`config.mk`:
```
export PLATFORM = sky130hd
export DESIGN_NAME = topological_sort_engine
export DESIGN_NICKNAME = d
export VERILOG_FILES = /design/src/rtl/tse_pkg.sv /design/src/rtl/tse_ctrl.sv /design/src/rtl/tse_datapath.sv /design/src/rtl/topological_sort_engine.sv
export SDC_FILE = /design/constraint.sdc
export NUM_CORES = 1
export LEC_CHECK = 0
export ABC_AREA = 1
export BUFFER_PORTS_ARGS = -buffer_cell sky130_fd_sc_hd__buf_2
export CAP_MARGIN = 20
export CORE_MARGIN = 2
export CORE_UTILIZATION = 60
export DETAILED_ROUTE_END_ITERATION = 16
export PLACE_DENSITY = 0.72
export SLEW_MARGIN = 10
export SYNTH_ARGS = -nofsm -noshare
export SYNTH_HDL_FRONTEND = slang
export SYNTH_SLANG_ARGS = --single-unit
```
`constraint.sdc`:
```
create_clock -name clk_i -period 6.7 [get_ports clk_i]
set_input_delay 0.67 -clock clk_i [delete_from_list [all_inputs] [get_ports clk_i]]
set_output_delay 0.67 -clock clk_i [all_outputs]
set_load 0.03 [all_outputs]
```
`src/rtl/tse_pkg.sv`:
```
`timescale 1ns / 1ps

package tse_pkg;

  // Fixed field widths of the item and result ports.
  localparam int unsigned VID_W = 4;  // vertex id on src/dst/vertex
  localparam int unsigned CFG_W = 5;  // vertex_count register
  localparam int unsigned CNT_W = 8;  // in-count / ready-stack link store

  localparam logic [CFG_W-1:0] CFG_RESET = 5'd16;
  localparam logic [CNT_W-1:0] CNT_FULL  = 8'hFF;

  // Controller -> datapath commands.
  typedef struct packed {
    logic add_rd;    // latch edge, read count of dst and list head of src
    logic add_wr;    // commit or drop the latched edge
    logic scan_init; // start of sort: rewind scan and stack
    logic scan_step; // one step of the zero in-count scan
    logic pop_rd;    // read link and list head of the stack top
    logic pop_emit;  // emit popped vertex, unlink it, fetch first edge
    logic err_emit;  // emit the cycle-found result
    logic edge_cnt;  // latch edge word, read count of its target
    logic edge_upd;  // decrement target count, push when it hits zero
    logic clear;     // drop the whole graph
  } tse_cmd_t;

  // Datapath -> controller status.
  typedef struct packed {
    logic scan_done;
    logic top_empty;
    logic is_last;
    logic head_has_edge;
    logic nxt_has_edge;
  } tse_sts_t;

endpackage

```
`src/rtl/tse_ctrl.sv`:
```
`timescale 1ns / 1ps

module tse_ctrl (
  input  logic              clk_i,
  input  logic              rst_ni,
  input  logic              start_i,
  input  logic              mode_i,
  input  tse_pkg::tse_sts_t sts_i,
  output tse_pkg::tse_cmd_t cmd_o,
  output logic              busy_o
);
  import tse_pkg::*;

  typedef enum logic [2:0] {
    IDLE, ADD, SCAN, POP, POP_RES, EDGE_CNT, EDGE_UPD, CLEAR
  } state_e;

  state_e state_q, state_d;
  logic   busy_q;

  always_comb begin
    cmd_o   = '0;
    state_d = state_q;
    case (state_q)
      IDLE: begin
        if (start_i && !busy_q) begin
          if (mode_i) begin
            cmd_o.scan_init = 1'b1;
            state_d         = SCAN;
          end else begin
            cmd_o.add_rd = 1'b1;
            state_d      = ADD;
          end
        end
      end
      ADD: begin
        cmd_o.add_wr = 1'b1;
        state_d      = IDLE;
      end
      SCAN: begin
        cmd_o.scan_step = 1'b1;
        if (sts_i.scan_done) begin
          state_d = POP;
        end
      end
      POP: begin
        if (sts_i.top_empty) begin
          cmd_o.err_emit = 1'b1;
          state_d        = CLEAR;
        end else begin
          cmd_o.pop_rd = 1'b1;
          state_d      = POP_RES;
        end
      end
      POP_RES: begin
        cmd_o.pop_emit = 1'b1;
        if (sts_i.is_last) begin
          state_d = CLEAR;
        end else if (sts_i.head_has_edge) begin
          state_d = EDGE_CNT;
        end else begin
          state_d = POP;
        end
      end
      EDGE_CNT: begin
        cmd_o.edge_cnt = 1'b1;
        state_d        = EDGE_UPD;
      end
      EDGE_UPD: begin
        cmd_o.edge_upd = 1'b1;
        state_d        = sts_i.nxt_has_edge ? EDGE_CNT : POP;
      end
      CLEAR: begin
        cmd_o.clear = 1'b1;
        state_d     = IDLE;
      end
      default: begin
        state_d = IDLE;
      end
    endcase
  end

  always_ff @(posedge clk_i or negedge rst_ni) begin
    if (!rst_ni) begin
      state_q <= IDLE;
      busy_q  <= 1'b0;
    end else begin
      state_q <= state_d;
      busy_q  <= (state_d != IDLE);
    end
  end

  assign busy_o = busy_q;

endmodule

```
`src/rtl/tse_datapath.sv`:
```
`timescale 1ns / 1ps

module tse_datapath #(
  parameter int unsigned MAX_VERTICES = 16,
  parameter int unsigned MAX_EDGES    = 64
) (
  input  logic                        clk_i,
  input  logic                        rst_ni,
  input  logic                        cfg_we_i,
  input  logic [tse_pkg::CFG_W-1:0]   cfg_data_i,
  input  logic [tse_pkg::VID_W-1:0]   src_i,
  input  logic [tse_pkg::VID_W-1:0]   dst_i,
  input  tse_pkg::tse_cmd_t           cmd_i,
  output tse_pkg::tse_sts_t           sts_o,
  output logic                        out_valid_o,
  output logic [tse_pkg::VID_W-1:0]   vertex_o,
  output logic                        last_o,
  output logic                        cycle_found_o,
  output logic                        edges_dropped_o
);
  import tse_pkg::*;

  localparam int unsigned VW  = $clog2(MAX_VERTICES);     // vertex index
  localparam int unsigned NW  = $clog2(MAX_VERTICES + 1); // vertex count / stack top
  localparam int unsigned EIW = (MAX_EDGES > 1) ? $clog2(MAX_EDGES) : 1;
  localparam int unsigned EW  = $clog2(MAX_EDGES + 1);    // edge pointer incl. end mark
  localparam int unsigned EDW = VID_W + EW;               // edge word: {target, next}

  localparam logic [NW-1:0] NO_VERTEX = NW'(MAX_VERTICES);
  localparam logic [EW-1:0] NO_EDGE   = EW'(MAX_EDGES);

  // configuration
  logic [CFG_W-1:0] cfg_q;
  logic [NW-1:0]    n_eff;

  // vertex stores with per-entry valid bits
  logic [CNT_W-1:0] cnt_mem  [MAX_VERTICES];
  logic [EW-1:0]    head_mem [MAX_VERTICES];
  logic [MAX_VERTICES-1:0] cnt_vld_q, head_vld_q;
  logic [CNT_W-1:0] cnt_rdata_q;
  logic [EW-1:0]    head_rdata_q;
  logic             cnt_rvld_q, head_rvld_q;
  logic [CNT_W-1:0] cnt_rd;
  logic [EW-1:0]    head_rd;

  // edge pool
  logic [EDW-1:0]   edge_mem [MAX_EDGES];
  logic [EDW-1:0]   edge_rd_q;
  logic [VID_W-1:0] edge_tgt;
  logic [EW-1:0]    edge_nxt;

  // port controls
  logic [VW-1:0]    cnt_raddr, cnt_waddr, head_raddr, head_waddr;
  logic             cnt_we, head_we, edge_we;
  logic [CNT_W-1:0] cnt_wdata;
  logic [EW-1:0]    head_wdata;
  logic [EDW-1:0]   edge_wdata;
  logic [EIW-1:0]   edge_raddr;

  // control registers
  logic [EW-1:0] used_q, used_d;
  logic          drop_q, drop_d;
  logic [NW-1:0] top_q, top_d;
  logic [NW-1:0] emit_q, emit_d;
  logic [NW-1:0] scan_q, scan_d;
  logic          pend_q, pend_d;
  logic          out_vld_q, out_vld_d;

  // payload registers
  logic [VW-1:0]    pend_idx_q, pend_idx_d;
  logic [VW-1:0]    pop_idx_q, pop_idx_d;
  logic [VID_W-1:0] src_q, src_d, dst_q, dst_d, t_q, t_d;
  logic [EW-1:0]    nxt_q, nxt_d;
  logic [VID_W-1:0] out_vertex_q, out_vertex_d;
  logic             out_last_q, out_last_d, out_cyc_q, out_cyc_d, out_drop_q, out_drop_d;

  logic edge_ok;

  // vertex_count clamped into 1..MAX_VERTICES
  always_comb begin
    if (cfg_q == '0) begin
      n_eff = NW'(1);
    end else if (int'(cfg_q) > int'(MAX_VERTICES)) begin
      n_eff = NO_VERTEX;
    end else begin
      n_eff = NW'(cfg_q);
    end
  end

  // an entry never written since the last clear reads as its reset value
  assign cnt_rd   = cnt_rvld_q  ? cnt_rdata_q  : '0;
  assign head_rd  = head_rvld_q ? head_rdata_q : NO_EDGE;
  assign edge_tgt = edge_rd_q[EW +: VID_W];
  assign edge_nxt = edge_rd_q[EW-1:0];

  assign edge_ok = (int'(src_q) < int'(n_eff)) && (int'(dst_q) < int'(n_eff)) &&
                   (used_q < NO_EDGE) && (cnt_rd != CNT_FULL);

  assign sts_o.scan_done     = !pend_q && (scan_q == n_eff);
  assign sts_o.top_empty     = (top_q >= NO_VERTEX);
  assign sts_o.is_last       = ((emit_q + NW'(1)) == n_eff);
  assign sts_o.head_has_edge = (head_rd < NO_EDGE);
  assign sts_o.nxt_has_edge  = (nxt_q < NO_EDGE);

  always_comb begin
    // default read addresses serve an edge load issued at accept
    cnt_raddr  = VW'(dst_i);
    head_raddr = VW'(src_i);
    edge_raddr = EIW'(nxt_q);
    cnt_we     = 1'b0;
    cnt_waddr  = VW'(dst_q);
    cnt_wdata  = cnt_rd + 1'b1;
    head_we    = 1'b0;
    head_waddr = VW'(src_q);
    head_wdata = used_q;
    edge_we    = 1'b0;
    edge_wdata = {dst_q, head_rd};

    used_d       = used_q;
    drop_d       = drop_q;
    top_d        = top_q;
    emit_d       = emit_q;
    scan_d       = scan_q;
    pend_d       = pend_q;
    pend_idx_d   = pend_idx_q;
    pop_idx_d    = pop_idx_q;
    src_d        = src_q;
    dst_d        = dst_q;
    t_d          = t_q;
    nxt_d        = nxt_q;
    out_vld_d    = 1'b0;
    out_vertex_d = out_vertex_q;
    out_last_d   = out_last_q;
    out_cyc_d    = out_cyc_q;
    out_drop_d   = out_drop_q;

    if (cmd_i.add_rd) begin
      src_d = src_i;
      dst_d = dst_i;
    end

    if (cmd_i.add_wr) begin
      if (edge_ok) begin
        cnt_we  = 1'b1;
        head_we = 1'b1;
        edge_we = 1'b1;
        used_d  = used_q + 1'b1;
      end else begin
        drop_d = 1'b1;
      end
    end

    if (cmd_i.scan_init) begin
      top_d  = NO_VERTEX;
      scan_d = '0;
      pend_d = 1'b0;
      emit_d = '0;
    end

    if (cmd_i.scan_step) begin
      // push the vertex read last cycle if its count is zero
      if (pend_q && (cnt_rd == '0)) begin
        cnt_we    = 1'b1;
        cnt_waddr = pend_idx_q;
        cnt_wdata = CNT_W'(top_q);
        top_d     = NW'(pend_idx_q);
      end
      if (scan_q < n_eff) begin
        cnt_raddr  = scan_q[VW-1:0];
        pend_d     = 1'b1;
        pend_idx_d = scan_q[VW-1:0];
        scan_d     = scan_q + 1'b1;
      end else begin
        pend_d = 1'b0;
      end
    end

    if (cmd_i.pop_rd) begin
      cnt_raddr  = top_q[VW-1:0];
      head_raddr = top_q[VW-1:0];
      pop_idx_d  = top_q[VW-1:0];
    end

    if (cmd_i.pop_emit) begin
      top_d        = NW'(cnt_rd);
      emit_d       = emit_q + 1'b1;
      edge_raddr   = EIW'(head_rd);
      nxt_d        = head_rd;
      out_vld_d    = 1'b1;
      out_vertex_d = VID_W'(pop_idx_q);
      out_last_d   = sts_o.is_last;
      out_cyc_d    = 1'b0;
      out_drop_d   = drop_q;
    end

    if (cmd_i.edge_cnt) begin
      t_d       = edge_tgt;
      nxt_d     = edge_nxt;
      cnt_raddr = VW'(edge_tgt);
    end

    if (cmd_i.edge_upd) begin
      // targets beyond n are skipped; a zero entry is left alone
      if ((int'(t_q) < int'(n_eff)) && (cnt_rd != '0)) begin
        cnt_we    = 1'b1;
        cnt_waddr = VW'(t_q);
        if (cnt_rd == CNT_W'(1)) begin
          cnt_wdata = CNT_W'(top_q);
          top_d     = NW'(t_q);
        end else begin
          cnt_wdata = cnt_rd - 1'b1;
        end
      end
    end

    if (cmd_i.err_emit) begin
      out_vld_d    = 1'b1;
      out_vertex_d = '0;
      out_last_d   = 1'b1;
      out_cyc_d    = 1'b1;
      out_drop_d   = drop_q;
    end

    if (cmd_i.clear) begin
      used_d = '0;
      drop_d = 1'b0;
      top_d  = NO_VERTEX;
      emit_d = '0;
    end
  end

  // memories: one write and one registered read per store each cycle
  always_ff @(posedge clk_i) begin
    if (cnt_we) begin
      cnt_mem[cnt_waddr] <= cnt_wdata;
    end
    if (head_we) begin
      head_mem[head_waddr] <= head_wdata;
    end
    if (edge_we) begin
      edge_mem[EIW'(used_q)] <= edge_wdata;
    end
    cnt_rdata_q  <= cnt_mem[cnt_raddr];
    cnt_rvld_q   <= cnt_vld_q[cnt_raddr];
    head_rdata_q <= head_mem[head_raddr];
    head_rvld_q  <= head_vld_q[head_raddr];
    edge_rd_q    <= edge_mem[edge_raddr];
  end

  always_ff @(posedge clk_i or negedge rst_ni) begin
    if (!rst_ni) begin
      cnt_vld_q  <= '0;
      head_vld_q <= '0;
    end else if (cmd_i.clear) begin
      cnt_vld_q  <= '0;
      head_vld_q <= '0;
    end else begin
      if (cnt_we) begin
        cnt_vld_q[cnt_waddr] <= 1'b1;
      end
      if (head_we) begin
        head_vld_q[head_waddr] <= 1'b1;
      end
    end
  end

  always_ff @(posedge clk_i or negedge rst_ni) begin
    if (!rst_ni) begin
      cfg_q     <= CFG_RESET;
      used_q    <= '0;
      drop_q    <= 1'b0;
      top_q     <= NO_VERTEX;
      emit_q    <= '0;
      scan_q    <= '0;
      pend_q    <= 1'b0;
      out_vld_q <= 1'b0;
    end else begin
      if (cfg_we_i) begin
        cfg_q <= cfg_data_i;
      end
      used_q    <= used_d;
      drop_q    <= drop_d;
      top_q     <= top_d;
      emit_q    <= emit_d;
      scan_q    <= scan_d;
      pend_q    <= pend_d;
      out_vld_q <= out_vld_d;
    end
  end

  always_ff @(posedge clk_i) begin
    pend_idx_q   <= pend_idx_d;
    pop_idx_q    <= pop_idx_d;
    src_q        <= src_d;
    dst_q        <= dst_d;
    t_q          <= t_d;
    nxt_q        <= nxt_d;
    out_vertex_q <= out_vertex_d;
    out_last_q   <= out_last_d;
    out_cyc_q    <= out_cyc_d;
    out_drop_q   <= out_drop_d;
  end

  assign out_valid_o     = out_vld_q;
  assign vertex_o        = out_vertex_q;
  assign last_o          = out_last_q;
  assign cycle_found_o   = out_cyc_q;
  assign edges_dropped_o = out_drop_q;

endmodule

```
`src/rtl/topological_sort_engine.sv`:
```
`timescale 1ns / 1ps

// Channel   Direction  Handshake                     Payload
// ------------------------------------------------------------------------------
// command   in         start_i & !busy_o             mode_i, src_i, dst_i
// result    out        out_valid_o (one-cycle pulse) vertex_o, last_o,
//                                                    cycle_found_o, edges_dropped_o
// config    in         cfg_we_i                      cfg_data_i (vertex_count)
//
// An edge load reads the count and list head, then commits.
// A sort scans zero in-counts, pops ready vertices, walks edges, gives any cycle
// result, then clears; one registered read per store per cycle sets its pace.
// Results leave on out_valid_o and cannot be held off; busy_o stays high
// until the last result of a sort has gone out.
// rst_ni clears control state and the per-vertex valid bits; no clearing pass.

module topological_sort_engine #(
  parameter int unsigned MAX_VERTICES = 16,
  parameter int unsigned MAX_EDGES    = 64
) (
  input  logic                      clk_i,
  input  logic                      rst_ni,
  // command transfer
  input  logic                      start_i,
  output logic                      busy_o,
  input  logic                      mode_i,
  input  logic [tse_pkg::VID_W-1:0] src_i,
  input  logic [tse_pkg::VID_W-1:0] dst_i,
  // configuration
  input  logic                      cfg_we_i,
  input  logic [tse_pkg::CFG_W-1:0] cfg_data_i,
  // result transfer
  output logic                      out_valid_o,
  output logic [tse_pkg::VID_W-1:0] vertex_o,
  output logic                      last_o,
  output logic                      cycle_found_o,
  output logic                      edges_dropped_o
);
  import tse_pkg::*;

  tse_cmd_t cmd;
  tse_sts_t sts;

  // Sequencer: edge load, zero-count scan, pop, successor walk, clear.
  tse_ctrl u_ctrl (
    .clk_i   (clk_i),
    .rst_ni  (rst_ni),
    .start_i (start_i),
    .mode_i  (mode_i),
    .sts_i   (sts),
    .cmd_o   (cmd),
    .busy_o  (busy_o)
  );

  // Graph stores (in-count doubles as ready-stack link), edge pool, results.
  tse_datapath #(
    .MAX_VERTICES (MAX_VERTICES),
    .MAX_EDGES    (MAX_EDGES)
  ) u_dp (
    .clk_i           (clk_i),
    .rst_ni          (rst_ni),
    .cfg_we_i        (cfg_we_i),
    .cfg_data_i      (cfg_data_i),
    .src_i           (src_i),
    .dst_i           (dst_i),
    .cmd_i           (cmd),
    .sts_o           (sts),
    .out_valid_o     (out_valid_o),
    .vertex_o        (vertex_o),
    .last_o          (last_o),
    .cycle_found_o   (cycle_found_o),
    .edges_dropped_o (edges_dropped_o)
  );

`ifndef SYNTHESIS
  // results only come out during a sort
  a_result_while_busy : assert property (@(posedge clk_i) disable iff (!rst_ni)
    out_valid_o |-> busy_o)
    else $error("result outside of a sort");

  // the cycle result always ends the sort
  a_cycle_is_last : assert property (@(posedge clk_i) disable iff (!rst_ni)
    (out_valid_o && cycle_found_o) |-> last_o)
    else $error("cycle result not marked last");

  // an edge load transfer passes through ADD back to idle and gives no result
  a_edge_load_len : assert property (@(posedge clk_i) disable iff (!rst_ni)
    (start_i && !busy_o && !mode_i) |=> (busy_o && !out_valid_o) ##1 !busy_o)
    else $error("edge load length wrong");

  // the block is free again right after the final result
  a_idle_after_last : assert property (@(posedge clk_i) disable iff (!rst_ni)
    (out_valid_o && last_o) |=> (!busy_o && !out_valid_o))
    else $error("not idle after final result");
`endif

endmodule

```
# [After elaboration in Yosys (flattened, before gate mapping)]
# Memories as Yosys holds them, arrays and structs flattened. A register that Yosys moved wholly into a read port is not among the register bits.
# Index checks and enable logic that the tools add are counted.
[word_totals] ff_bits=102 latchBits=0 ramBits=944 mem_bits_ro=0 input_bits=18 elab_cells=183 n_memories=3
[op_classes] addsub=5 multipliers=0 n_div=0 n_lt_le_gt_ge=15 n_eq_ne=12 shifts=0 mux=94 bitwise=2 reduce_logical=28
[memory_table] name="u_dp.edge_mem" words=64 word_bits=11 rd=1 rd_ports_with_merged_regs=1 wr=1 line="tse_datapath.sv:47" rtl="logic [EDW-1:0] edge_mem [MAX_EDGES];"
[memory_table] name="u_dp.cnt_mem" words=16 word_bits=8 rd=1 rd_ports_with_merged_regs=1 wr=1 line="tse_datapath.sv:37" rtl="logic [CNT_W-1:0] cnt_mem [MAX_VERTICES];"
[memory_table] name="u_dp.head_mem" words=16 word_bits=7 rd=1 rd_ports_with_merged_regs=1 wr=1 line="tse_datapath.sv:38" rtl="logic [EW-1:0] head_mem [MAX_VERTICES];"
[ops] cell="$mux W5" count=16
[ops] cell="$mux W16" count=4
[ops] cell="$mux W8" count=6
[ops] cell="$mux W7" count=6
[ops] cell="$mux W1" count=40
[ops] cell="$mux W4" count=9
[ops] cell="$or A16 B16 Y16" count=2
[ops] cell="$lt A7 B7 Y1 const B" count=3
[ops] cell="$pmux W3 S7" count=1
[ops] cell="$lt A4 B5 Y1 const B" count=4
[ops] cell="$lt A4 B5 Y1" count=3
[ops] cell="$mux W3" count=5
[ops] cell="$reduce_bool A2 Y1" count=7
[ops] cell="$eq A3 B3 Y1 const B" count=4
[ops] cell="$add A5 B1 Y5 const B" count=2
[ops] cell="$eq A5 B5 Y1" count=2
[ops] cell="$logic_and A1 B1 Y1" count=9
[ops] cell="$add A8 B1 Y8 const B" count=1
[ops] cell="$bmux W1 S4" count=2
[ops] cell="$demux W1 S4" count=2
[ops] cell="$eq A8 B1 Y1 const B" count=1
[ops] cell="$ge A4 B1 Y1 const B" count=2
[ops] cell="$logic_not A8 Y1" count=1
[ops] cell="$ne A8 B8 Y1 const B" count=1
[ops] cell="other kinds (17)" count=23

# [Longest topological paths before layout]
[logic_depth] depth_word=15 depth_mapped=21 mapped_depth_nobuf=20

# [By module]
# A second synthesis with hierarchy kept.
[unflattened] cells_unflattened=3601 hier_area_um2=44547.7
[by_module_without_submodules] module="tse_datapath" n_inst=1 cells_each=3543 area_per_inst_um2=44214.9
[by_module_without_submodules] module="tse_ctrl" n_inst=1 cells_each=58 area_per_inst_um2=332.8

# [Least setup slack after synthesis]
# OpenSTA, ideal clock, no wires.
[synth_path] path_type="reg2reg" from="register u_dp.dst_q[2]" to="memory u_dp.edge_mem[14][0] in the netlist's numbering (enable)" setup_time_ns=0.378 arrival_time_ns=3.101 t_required_ns=6.322 slack_ns=3.220 path_stages_with_launch=12 path_buffers=1 period_less_slack_ns=3.480 cell_sequence="edfxtp_1 ha_1 nand2_1 nand2_1 a21oi_1 nand2_1 a21oi_1 nand3_1 buf_2 nor2_1 nand3_1 nor2_1"
[synth_between] elab_chain_len=8
[synth_lines] element="start: declaration" line="tse_datapath.sv:72" rtl="logic [VID_W-1:0] src_q, src_d, dst_q, dst_d, t_q, t_d;"
[synth_lines] element="start signal: assignment" line="tse_datapath.sv:295" rtl="dst_q <= dst_d;"
[synth_lines] element="$lt A4 B5 Y1" line="tse_datapath.sv:96" rtl="assign edge_ok = (int'(src_q) < int'(n_eff)) && (int'(dst_q) < int'(n_eff)) &&"
[synth_lines] element="$logic_and A1 B1 Y1 (2 in a row)" line="tse_datapath.sv:96"
[synth_lines] element="$logic_and A1 B1 Y1" line="tse_datapath.sv:97" rtl="(used_q < NO_EDGE) && (cnt_rd != CNT_FULL);"
[synth_lines] element="$mux W1" line="tse_datapath.sv:143" rtl="if (edge_ok) begin"
[synth_lines] element="$mux W1" line="tse_datapath.sv:142" rtl="if (cmd_i.add_wr) begin"
[synth_lines] element="$mux W1" line="tse_datapath.sv:240" rtl="if (edge_we) begin"
[synth_lines] element="$mux W1 (not written as such)" line="tse_datapath.sv:241" rtl="edge_mem[EIW'(used_q)] <= edge_wdata;"
[synth_lines] element="end: declaration" line="tse_datapath.sv:47"
# No other way between the ends.

# [Final worst setup path]
[layout_path] from="register u_dp.cfg_q[4]" to="memory u_dp.edge_mem[61][6] in the netlist's numbering (enable)"
[layout_between] elab_chain_len=11
[layout_lines] element="start: declaration" line="tse_datapath.sv:33" rtl="logic [CFG_W-1:0] cfg_q;"
[layout_lines] element="start signal: assignment" line="tse_datapath.sv:279" rtl="cfg_q <= cfg_data_i;"
[layout_lines] element="$gt A5 B5 Y1" line="tse_datapath.sv:83" rtl="end else if (int'(cfg_q) > int'(MAX_VERTICES)) begin"
[layout_lines] element="$mux W5" line="tse_datapath.sv:83"
[layout_lines] element="$mux W5 (*)" line="tse_datapath.sv:81" rtl="if (cfg_q == '0) begin"
[layout_lines] element="$lt A4 B5 Y1" line="tse_datapath.sv:96"
[layout_lines] element="$logic_and A1 B1 Y1 (*) (2 in a row)" line="tse_datapath.sv:96"
[layout_lines] element="$logic_and A1 B1 Y1 (*)" line="tse_datapath.sv:97"
[layout_lines] element="$mux W1 (*)" line="tse_datapath.sv:143"
[layout_lines] element="$mux W1 (*)" line="tse_datapath.sv:142"
[layout_lines] element="$mux W1 (*)" line="tse_datapath.sv:240"
[layout_lines] element="$mux W1 (not written as such) (*)" line="tse_datapath.sv:241"
# Mark *: on every way between the ends. The rest lies on a longest branch, timed or not.

==> impl_metrics.tcl <==
set metrics [dict create \
    finalPower_mw 19.6 \
    clock_latency_ps 670 \
    gp_congestion 0.896 \
    synthFlopType "edfxtp_1" \
    rrSetupSlack_ps 1990 \
    crit_type "register to register" \
    clockBufferDepth 3 \
    setup_tns_ps 0 \
    post-cts-setup-buffer-count 0 \
    synth_edf_count 972 \
    rsz0062_at_grt "no" \
    layout.nets 3913 \
    track_usage_pct 28.4 \
    crit_path_end_kind "register" \
    cp_max_fo 11 \
    yosysWarnings 0 \
    synth_most_common_cell "edfxtp_1" \
    reg2reg_from "u_dp.cfg_q[4]$_DFFE_PN1P_" \
    async_flop_share_pct 6.16 \
    fp.dieH_um 277 \
    p_clk_share_pct 30.6 \
    yosysUniqueCellTypes 52 \
    vias 29847 \
    ir_worst_vdd_uv 281 \
    dp_hpwl_um 62100 \
    swShare_pct 33.8 \
    status "finished, final reports clean" \
    power_density_nw_per_um2 399 \
    setup-violations-final 0 \
    drtIter0Drc 3810 \
    cts_tree "built" \
    wirelength_um 109000 \
    synth_area_um2 44800 \
    leakage_nw 18.2 \
    syn-num-nets 3949 \
    crit_arrival_ps 4990 \
    cts.root.buffer_cell "clkbuf_16" \
    critPathRequiredTime_ps 6980 \
    rows 100 \
    antenna_found_initial 0 \
    start_util_pct 60.4 \
    dp_cells 4730 \
    ant_nets 0 \
    grt_pass1_wl_um 168000 \
    routedWlPerCell_um 22.1 \
    finalHoldViolCount 0 \
    netlist_top_cells_count "edfxtp_1 (972), nand2_1 (932), nand3_1 (390), nor2_1 (380), o21ai_0 (280)" \
    p_sw_mw 6.63 \
    power.internal_mw 13.0 \
    syn_inst 3911 \
    insertedDiodeCount 0 \
    numCtsBuffers 106 \
    ys_seq_area_share_pct 70.4 \
    via_per_inst 6.05 \
    synth_top_area_share_pct 65.2 \
    ctsHoldBuffers 0 \
    cts_resized 0 \
    synthTopCellsByArea "edfxtp_1 (65%), nand2_1 (7.8%), nand3_1 (4.4%), dfrtp_1 (3.6%), nor2_1 (3.2%)" \
    area_growth_pct 9.58 \
    p_comb_share_pct 26.7 \
    cap_violations 0 \
    clkTransAtPathRegs_ps 70 \
    cts_sinks 1072 \
    hold_path.class "input port to async pin" \
    die_w_um 277 \
    fmax_mhz 212 \
    cts_htree_levels 3 \
    core_um2 74200 \
    seqPwrFrac_pct 42.8 \
    pin_count 27 \
    drcViolationCount 0 \
    fin_crit_ps 4710 \
    cp-start-kind "register" \
    dr.pass1.iters 6 \
    clock_skew_ps 23.9 \
    timing.slew.headroom_pct 7.09 \
    final_layout_size_suffix_gt1_share_pct 7.80 \
    rr_endpoint "u_dp.edge_mem[61][6]$_DFFE_PP_" \
    final_cells 4931 \
    grt_pass1_vias 28664 \
    rr_worst_depth 12 \
    grt_max_degree 234 \
    io_buffers 26 \
    drv_slew 0 \
    grt_overflow_total 0 \
    syn_area_per_cell_um2 11.5 \
    tightestPinTransition_ps 1390 \
    period_share_pct 70.3 \
    die-area_um2 76800 \
    synth_top_area_cell "edfxtp_1" \
    ys_seq_elements 1072 \
]
==> layer usage <==
| metal | part of all wire (%) | GRT usage (%) | routed length (µm) |
|---|---|---|---|
| met3 | 8.5 | 4.20 | 9270 |
| met4 | 4.0 | 11.3 | 4380 |
| met1 | 41 | 40.4 | 44400 |
| met5 | 0 | 0 | 0 |
| met2 | 47 | 44.8 | 51200 |
==> state kept, by name (all words and copies together) (netlist names), 5 cells and up <==
signal and flops:
u_dp.cfg_q 5, u_dp.top_q 5, u_dp.edge_mem 704, u_dp.nxt_q 7
u_dp.head_wdata 7, u_dp.head_vld_q 16, u_dp.cnt_vld_q 16, u_dp.edge_rd_q 11
u_dp.head_rdata_q 7, u_dp.emit_q 5, u_dp.cnt_rdata_q 8, u_dp.cnt_mem 128
u_dp.scan_q 5, u_dp.head_mem 112
==> critical path: stages, from the launching register on <==
cell	delay (ps)
dfstp_2	550
clkinv_1	220
nand2_1	280
ha_1	290
nand2_1	70
nand2_1	50
a21oi_1	110
nand2_1	70
a21oi_1	150
nand3_1	450
nor2_1	360
nand3_1	670
nor2_1	1060
==> power groups by stage <==
stage	clock, mW	sequential (mW)	combinational [mW]
3_3_place_gp	0	8.50	5.02
5_1_grt	6.29	8.40	5.73
4_1_cts	6.03	8.37	5.15
3_5_place_dp	0	8.50	5.12
6_report	5.99	8.38	5.23
2_1_floorplan	0	8.44	3.47
==> per-stage QoR <==
stage | worst slack [ps] | area [µm²] | hold WS (ps) | util, %
6_report | 1990 | 49100 | 205 | 66.1
5_1_grt | 1700 | 49100 | 191 | 66.1
4_1_cts | 2080 | 49000 | 183 | 66.1
3_5_place_dp | 2140 | 45500 | 436 | 61.3
3_3_place_gp | 2210 | 45500 | 425 | 61.3
2_1_floorplan | 3220 | 44800 | 374 | -
==> worst max-delay path by stage <==
| stage | startpoint | endpoint | slack, ps | cells after the start |
|---|---|---|---|---|
| floorplan | u_dp.dst_q[2]$_DFFE_PP_ | u_dp.edge_mem[14][0]$_DFFE_PP_ | 3220 | 11 |
| global placement | u_dp.cfg_q[4]$_DFFE_PN1P_ | u_dp.edge_mem[32][10]$_DFFE_PP_ | 2210 | 12 |
| detailed placement | u_dp.cfg_q[4]$_DFFE_PN1P_ | u_dp.edge_mem[32][8]$_DFFE_PP_ | 2140 | 12 |
| CTS | u_dp.cfg_q[4]$_DFFE_PN1P_ | u_dp.edge_mem[32][3]$_DFFE_PP_ | 2080 | 12 |
| global route | u_dp.cfg_q[4]$_DFFE_PN1P_ | u_dp.edge_mem[16][2]$_DFFE_PP_ | 1700 | 12 |
| finish | u_dp.cfg_q[4]$_DFFE_PN1P_ | u_dp.edge_mem[61][6]$_DFFE_PP_ | 1990 | 12 |
==> final cells by class <==
cell class | count | area, µm²
multi-input cells | 2403 | 11500
clock buffers | 145 | 3050
flip-flops and latches | 1072 | 31500
fillers | 5437 | 25100
repair buffers | 69 | 505
well taps | 969 | 1210
inverters | 223 | 855
clock inverters | 50 | 477
==> placed cells by master, fill, tap and decap left out, drive strengths merged, types with 64 or more instances in the layout <==
master  Yosys  routed
edfxtp    972     972
inv       219     219
dfrtp      64      64
clkbuf     90     145
nand2     942     942
buf       123      69
nand3     393     393
nor2      386     386
o21ai     299     299
o211ai    185     185
==> cell families (layout without fill, tap and decap cells) <==
group	after synthesis	count (layout)	share of synthesized area, %
and+or+nand+nor	1767	1767	16.4
DFF	1072	1072	70.4
AOI/OAI and AO/OA	600	600	8.21
buffers and inverters	436	487	4.17
adders and majority gates	20	20	0.559
xor gates and xnor gates	15	15	0.293
muxes	1	1	0.0224
Note: power is estimated with default switching activity, not from simulation.
